### config.mk
export PLATFORM = sky130hd
export DESIGN_NAME = psd_root
export DESIGN_NICKNAME = d
export VERILOG_FILES = /design/src/rtl/core/psd_pkg.sv /design/src/rtl/core/psd_root.sv
export SDC_FILE = /design/constraint.sdc
export NUM_CORES = 2
export LEC_CHECK = 0
export BUFFER_PORTS_ARGS = -buffer_cell sky130_fd_sc_hd__buf_4
export CAP_MARGIN = 25
export CORE_AREA = 3 3 299 301
export CTS_CLUSTER_SIZE = 16
export DETAILED_ROUTE_END_ITERATION = 16
export DIE_AREA = 0 0 302 304
export HOLD_SLACK_MARGIN = 0.08
export PLACE_DENSITY = 0.87
export SYNTH_ARGS = -nofsm -noshare
export SYNTH_HDL_FRONTEND = slang
export SYNTH_SLANG_ARGS = --single-unit
### constraint.sdc
create_clock -name clk -period 5.1 [get_ports clk]
set_clock_uncertainty 0.15 [all_clocks]
set_input_delay 1.02 -clock clk [delete_from_list [all_inputs] [get_ports clk]]
set_output_delay 1.02 -clock clk [all_outputs]
set_load 0.05 [all_outputs]
### src/rtl/core/psd_pkg.sv
// psd_pkg: types and widths shared by the point to segment signed distance unit
// no dependencies; used by every module under rtl/core
package psd_pkg;

    // coordinate and derived widths
    localparam int COORD_W = 20;
    localparam int DIFF_W  = COORD_W + 1;
    localparam int PROD_W  = 2 * DIFF_W;
    localparam int SQ_W    = 2 * COORD_W;
    localparam int SUM_W   = SQ_W + 2;
    localparam int DOT_W   = PROD_W + 2;
    localparam int HALF_W  = SUM_W / 2;
    localparam int NUM_W   = 2 * SUM_W;
    localparam int REM_W   = HALF_W + 2;
    localparam int DIST_W  = 22;

    // where the projection lands
    typedef enum logic [1:0] {
        REGION_WITHIN = 2'd0,
        REGION_BEFORE = 2'd1,
        REGION_PAST   = 2'd2
    } region_t;

    // input word
    typedef struct packed {
        logic signed [COORD_W-1:0] point_x;
        logic signed [COORD_W-1:0] point_y;
        logic signed [COORD_W-1:0] point_z;
        logic signed [COORD_W-1:0] seg_start_x;
        logic signed [COORD_W-1:0] seg_start_y;
        logic signed [COORD_W-1:0] seg_start_z;
        logic signed [COORD_W-1:0] seg_end_x;
        logic signed [COORD_W-1:0] seg_end_y;
        logic signed [COORD_W-1:0] seg_end_z;
    } in_t;

    // result word
    typedef struct packed {
        logic signed [DIST_W-1:0] signed_distance;
        region_t                  region;
        logic                     degenerate;
    } out_t;

    // classification carried alongside the arithmetic
    typedef struct packed {
        region_t            region;
        logic               degenerate;
        logic [SUM_W-1:0]   alt;
        logic [SUM_W-1:0]   t2;
    } side_t;

    // front end to divider
    typedef struct packed {
        logic [NUM_W-1:0]   num;
        logic [SUM_W-1:0]   divisor;
        side_t              side;
    } div_word_t;

    // divider to root unit
    typedef struct packed {
        logic [SUM_W-1:0]   radicand;
        region_t            region;
        logic               degenerate;
    } root_word_t;

endpackage

### src/rtl/core/psd_root.sv
// psd_root: pipelined truncated square root, one root bit per stage, and result register
// depends on psd_pkg; fed by psd_div
module psd_root (
    input  logic                    clk,
    input  logic                    rst_n,
    input  logic                    adv,
    input  logic                    root_valid,
    input  psd_pkg::root_word_t     root_word,
    output logic                    result_valid,
    output psd_pkg::out_t           result
);

    localparam int NSTEP = psd_pkg::HALF_W;
    localparam int TMP_W = psd_pkg::REM_W + 2;

    logic [NSTEP-1:0]            vld_reg, vld_next;
    logic [psd_pkg::REM_W-1:0]   rem_reg [NSTEP];
    logic [psd_pkg::HALF_W-1:0]  rt_reg [NSTEP];
    logic [psd_pkg::SUM_W-1:0]   x_reg [NSTEP];
    psd_pkg::region_t            reg_reg [NSTEP];
    logic                        dg_reg [NSTEP];
    logic [psd_pkg::REM_W-1:0]   rem_next [NSTEP];
    logic [psd_pkg::HALF_W-1:0]  rt_next [NSTEP];
    logic [psd_pkg::SUM_W-1:0]   x_next [NSTEP];
    psd_pkg::region_t            reg_next [NSTEP];
    logic                        dg_next [NSTEP];
    logic                        out_valid_reg;
    psd_pkg::out_t               out_reg, out_next;
    logic [psd_pkg::DIST_W-1:0]  mag;

    assign vld_next = {vld_reg[NSTEP-2:0], root_valid};

    // two radicand bits per stage
    always_comb
    begin
        logic [psd_pkg::REM_W-1:0]  r;
        logic [psd_pkg::HALF_W-1:0] rt;
        logic [psd_pkg::SUM_W-1:0]  x;
        logic [TMP_W-1:0]           tmp;
        logic [TMP_W-1:0]           trial;
        logic                       ge;
        for (int i = 0; i < NSTEP; i++)
        begin
            if (i == 0)
            begin
                r  = '0;
                rt = '0;
                x  = root_word.radicand;
                reg_next[i] = root_word.region;
                dg_next[i]  = root_word.degenerate;
            end
            else
            begin
                r  = rem_reg[i-1];
                rt = rt_reg[i-1];
                x  = x_reg[i-1];
                reg_next[i] = reg_reg[i-1];
                dg_next[i]  = dg_reg[i-1];
            end
            tmp   = {r, x[psd_pkg::SUM_W-1:psd_pkg::SUM_W-2]};
            trial = TMP_W'({rt, 2'b01});
            ge    = (tmp >= trial);
            rem_next[i] = ge ? psd_pkg::REM_W'(tmp - trial) : psd_pkg::REM_W'(tmp);
            rt_next[i]  = {rt[psd_pkg::HALF_W-2:0], ge};
            x_next[i]   = {x[psd_pkg::SUM_W-3:0], 2'b00};
        end
    end

    // sign and zero-length override
    always_comb
    begin
        mag = psd_pkg::DIST_W'(rt_reg[NSTEP-1]);
        out_next.region     = reg_reg[NSTEP-1];
        out_next.degenerate = dg_reg[NSTEP-1];
        if (dg_reg[NSTEP-1])
            out_next.signed_distance = '0;
        else if (reg_reg[NSTEP-1] == psd_pkg::REGION_WITHIN)
            out_next.signed_distance = mag;
        else
            out_next.signed_distance = psd_pkg::DIST_W'(0) - mag;
    end

    // valid bits
    always_ff @(posedge clk or negedge rst_n)
    begin
        if (!rst_n)
        begin
            vld_reg       <= '0;
            out_valid_reg <= 1'b0;
        end
        else if (adv)
        begin
            vld_reg       <= vld_next;
            out_valid_reg <= vld_reg[NSTEP-1];
        end
    end

    // payload stages
    always_ff @(posedge clk)
    begin
        if (adv)
        begin
            for (int i = 0; i < NSTEP; i++)
            begin
                rem_reg[i] <= rem_next[i];
                rt_reg[i]  <= rt_next[i];
                x_reg[i]   <= x_next[i];
                reg_reg[i] <= reg_next[i];
                dg_reg[i]  <= dg_next[i];
            end
            out_reg <= out_next;
        end
    end

    assign result_valid = out_valid_reg;
    assign result       = out_reg;

endmodule

# Word level (Yosys, flattened, before mapping)
# Memories as Yosys holds them, arrays and structs flattened.
# Index checks and enable logic that the tools add are counted.
# classes
add_sub_neg	22
mul	0
div	0
order_cmp	21
n_eq_ne	0
shift	0
muxes	24
n_bitwise	0
reduce_logical	2
# ops
cell	count
>= comparator 25 x 23 -> 1 bit	20
2-to-1 mux 23 bit	21
subtractor 23 bit	20
subtractor 1 x 21 -> 22 bit (first input constant)	1
2-to-1 mux 21 bit	1
subtractor 2 x 1 -> 3 bit (second input constant)	1
>= comparator 2 x 1 -> 1 bit (second input constant)	1
zero test 2 bit	1
2-to-1 mux 1 bit	2
OR reduction 2 bit	1
# word_totals
reg_bits	47
latch_bits	0
ramBits	1827
rom_bits	0
in_bits	49
out_inout_bits	26
elab_cells	80
memories	5
# mem_list
memory	words	word_bits	read_ports	rd_ports_with_merged_regs	wr	line	source
x_reg	21	40	20	0	21	psd_root.sv:19	logic [psd_pkg::SUM_W-1:0] x_reg [NSTEP];
rem_reg	21	23	20	0	21	psd_root.sv:17	logic [psd_pkg::REM_W-1:0] rem_reg [NSTEP];
rt_reg	21	21	21	0	21	psd_root.sv:18	logic [psd_pkg::HALF_W-1:0] rt_reg [NSTEP];
reg_reg	21	2	21	0	21	psd_root.sv:20	psd_pkg::region_t reg_reg [NSTEP];
dg_reg	21	1	21	0	21	psd_root.sv:21	logic dg_reg [NSTEP];

# Logic depth before layout (Yosys ltp)
# An unclocked memory read counts as a cell.
# logic_depth
depth_word	3
depth_mapped	13
mapped_depth_nobuf	11

# Least setup slack after synthesis
# Ideal clock, no wire load.
# synth_path
path_type	register -> register
startpoint	mem rem_reg[0][81] in the netlist's numbering
endpoint	mem rem_reg[1][20] in the netlist's numbering (data pin)
setup_time_ns	0.271
arrival_time_ns	3.069
required_time_ns	4.679
slack_ns	1.610
path_stages_with_launch	10
n_path_buf	0
synth_period_minus_slack_ns	3.490
cell_sequence	edfxtp_1 or4_1 or3_1 or4_4 or4_4 nor4_4 inv_4 nand4b_4 nor4_1 xor2_1
# synth_rtl
element	line
from (decl)	psd_root.sv:17

==> impl_metrics.py <==
metrics = {
    "status": {
        "outcome": "finished clean",
    },
    "yosys": {
        "avgSynthCellArea_um2": 13.4,
        "synthCells": 4014,
        "yosysTopAreaCell": "edfxtp_1",
        "synth_area_leaders": "edfxtp_1, ha_1, xnor2_1",
        "ys_seq_area_share_pct": 66.4,
        "synthArstFlopShare_pct": 1.85,
        "synth_top_area_share_pct": 65.4,
        "yosysUniqueCellTypes": 81,
        "synth_common_cells": "edfxtp_1, inv_1, nand2_1",
        "ys_ff_latch": 1192,
        "synthFlopType": "edfxtp_1",
        "syn-num-nets": 4317,
        "ys_warn_count": 0,
        "synth_edf_count": 1170,
        "yosysMostFrequentCell": "edfxtp_1",
        "syn-cell-area_um2": 53800,
    },
    "placement": {
        "place.gp.congestion": 0.915,
        "dpl_cell_area_um2": 55900,
        "hpwl_um": 66300,
        "io_buffers": 74,
        "dp.cells": 5200,
        "pre_cts_slack_ns": 1.34,
    },
    "global_routing": {
        "grt_pass1_vias": 31500,
        "antenna_found_initial": 0,
        "grt_pass1_wl_um": 156000,
        "grt_util_all_layers_pct": 21.0,
        "grt_max_degree": 143,
        "grt-ovfl-total": 0,
    },
    "timing": {
        "max_clock_freq_ghz": 0.259,
        "period_share_pct": 75.6,
        "rsz0062_at_grt": "false",
        "hold_ws_ns": 0.254,
        "setup_slack_ns": 1.25,
        "min_period_ns": 3.85,
        "hold_viol": 0,
        "worst_pin_slew_ns": 0.990,
        "slew_violations": 0,
        "max-slew-margin-rel_pct": 32.3,
        "fin_setup_tns_ns": 0,
        "setup_viol": 0,
    },
    "critical_path": {
        "endpoint_kind": "flip-flop",
        "cp_cell_sequence": "or4_1 -> or4_1 -> a311o_1 -> nor3_1 -> and2_1 -> a211oi_1 -> nand3_1 -> xnor2_1",
        "cp.required_ns": 5.38,
        "slowest_delay_ns": 0.63,
        "crit_top_cell": "or4_1",
        "critical_path_class": "flip-flop to flip-flop",
        "path_max_fanout": 18,
        "startpoint_type": "flip-flop",
        "slowest_stage": "and2_1",
        "cp.arrival_ns": 4.14,
    },
    "finish": {
        "final_cells": 5419,
        "nets": 4468,
        "design_area_um2": 59900,
        "largest_register_ffs": 431,
        "area_delta_synth_final_pct": 11.5,
        "drive_gt1_share_pct": 8.26,
        "fin_util_pct": 69.0,
        "n_antenna_cell": 0,
    },
    "min_path": {
        "hold_path.class": "flip-flop to flip-flop",
    },
    "floorplan": {
        "start_util_pct": 61.9,
        "die_h_um": 304,
        "die_area_um2": 91800,
        "fp.dieW_um": 302,
        "ios": 75,
        "core_um2": 86900,
        "rows": 108,
    },
    "power_and_ir_drop": {
        "powerDensity_nw_per_um2": 428,
        "fin_total_pwr_mw": 25.6,
        "leakagePower_nw": 22.9,
        "ir_drop_uv": 586,
    },
    "clock_network": {
        "cts_tree": "yes",
        "cts.path.max_buffers": 3,
        "cts_root_buf": "clkbuf_16",
        "htree_levels": 3,
        "clk_pin_slew_ns": 0.06,
        "cts_setup_buffers": 0,
        "clk_latency_ns": 0.70,
        "cts-buffers-inserted": 116,
        "cts_sinks": 1192,
    },
    "route": {
        "drtIter0Drc": 2659,
        "vias_per_cell": 5.80,
        "vias": 31400,
        "drc": 0,
        "first_pass_iters": 7,
        "drt-total-wl_um": 96500,
        "ant_nets": 0,
        "drt-wirelength-per-cell_um": 17.8,
    },
    "flow_run": {
        "maxCapViolCount": 0,
    },
}
## final timing paths
path                       slack, ns      startpoint             end  cells after the start
min reg2reg                     0.25   x_reg[1][107]   x_reg[1][149]                      0
max in group asynchronous       3.96           rst_n     vld_reg[11]                      2
max reg2reg                     1.25  rem_reg[1][58]  rem_reg[1][87]                      8
max                             1.25  rem_reg[1][58]  rem_reg[1][87]                      8
min in group asynchronous       0.63           rst_n      vld_reg[0]                      2
min                             0.25   x_reg[1][107]   x_reg[1][149]                      0
## cell families (layout without fill, tap and decap cells)
kind of cell               Yosys count  after routing  synth area share, %
AOI/OAI and AO/OA                  740            740                 8.49
xor gates and xnor gates           354            354                 5.77
adders and majority gates          254            254                 5.91
buffers and inverters              395            645                 2.77
DFF                               1192           1192                 66.4
muxes                               64             64                 1.32
other                                1              1              0.00698
and+or+nand+nor                   1014           1014                 9.35
## cell usage in the layout (no fill, tap or decap), types with 12 or more instances in the layout
master	n
edfxtp_1	1170
inv_1	303
nand2_1	262
ha_1	254
nor2_1	253
a21oi_1	218
xnor2_1	198
xor2_1	156
o21ai_1	149
clkbuf_16	117
nor3_1	100
buf_4	97
a21o_1	77
o21ai_0	73
nand2b_1	58
or3_1	56
nand3_1	52
o21a_1	47
nor4_1	42
nand4_1	40
mux2_2	34
or4_1	33
nor2b_1	31
a211oi_1	25
clkbuf_1	24
o31ai_1	23
bufinv_16	22
clkinv_1	22
dfrtp_1	22
mux2_1	21
clkinv_2	18
a31oi_1	14
o211ai_1	14
or2_1	14
inv_2	13
and3_1	12
o21bai_1	12
## power by group
group	total, mW	switching, mW	internal, mW
Sequential	12.8	0.647	12.1
Clock	8.86	3.52	5.34
Combinational	3.98	2.30	1.67
## cell type report
class                           count  area [um2]
Clock inverter                     75         971
Inverter                          317        1190
Sequential cell                  1192       35700
Tap cell                         1155        1450
Clock buffer                      142        3030
Multi-Input combinational cell   2427       16600
Fill cell                        5755       26900
Timing Repair Buffer              111        1000
## layer usage
layer	track usage, %	vias to the layer above	share of wire, %
met1	25.2	15100	39
li1	-	15200	-
met5	0	-	0
met3	3.53	264	5.3
met2	37.1	919	51
met4	9.61	0	4.3
## critical path: cells and delay by family, from the launching register on
kind / cells / cell delay (ns)
XOR/XNOR: 1 / 0.08
flip-flops: 1 / 0.45
AO/OA/AOI/OAI: 2 / 0.67
AND/OR/NAND/NOR: 5 / 2.27
## timing repair
item / 4_1_cts / 5_1_grt
endpoints found under the hold margin: 22 / 0
resized for setup: 0 / 0
hold buffers: 1 / 0
No activity file was read; power rests on OpenSTA's default activity.
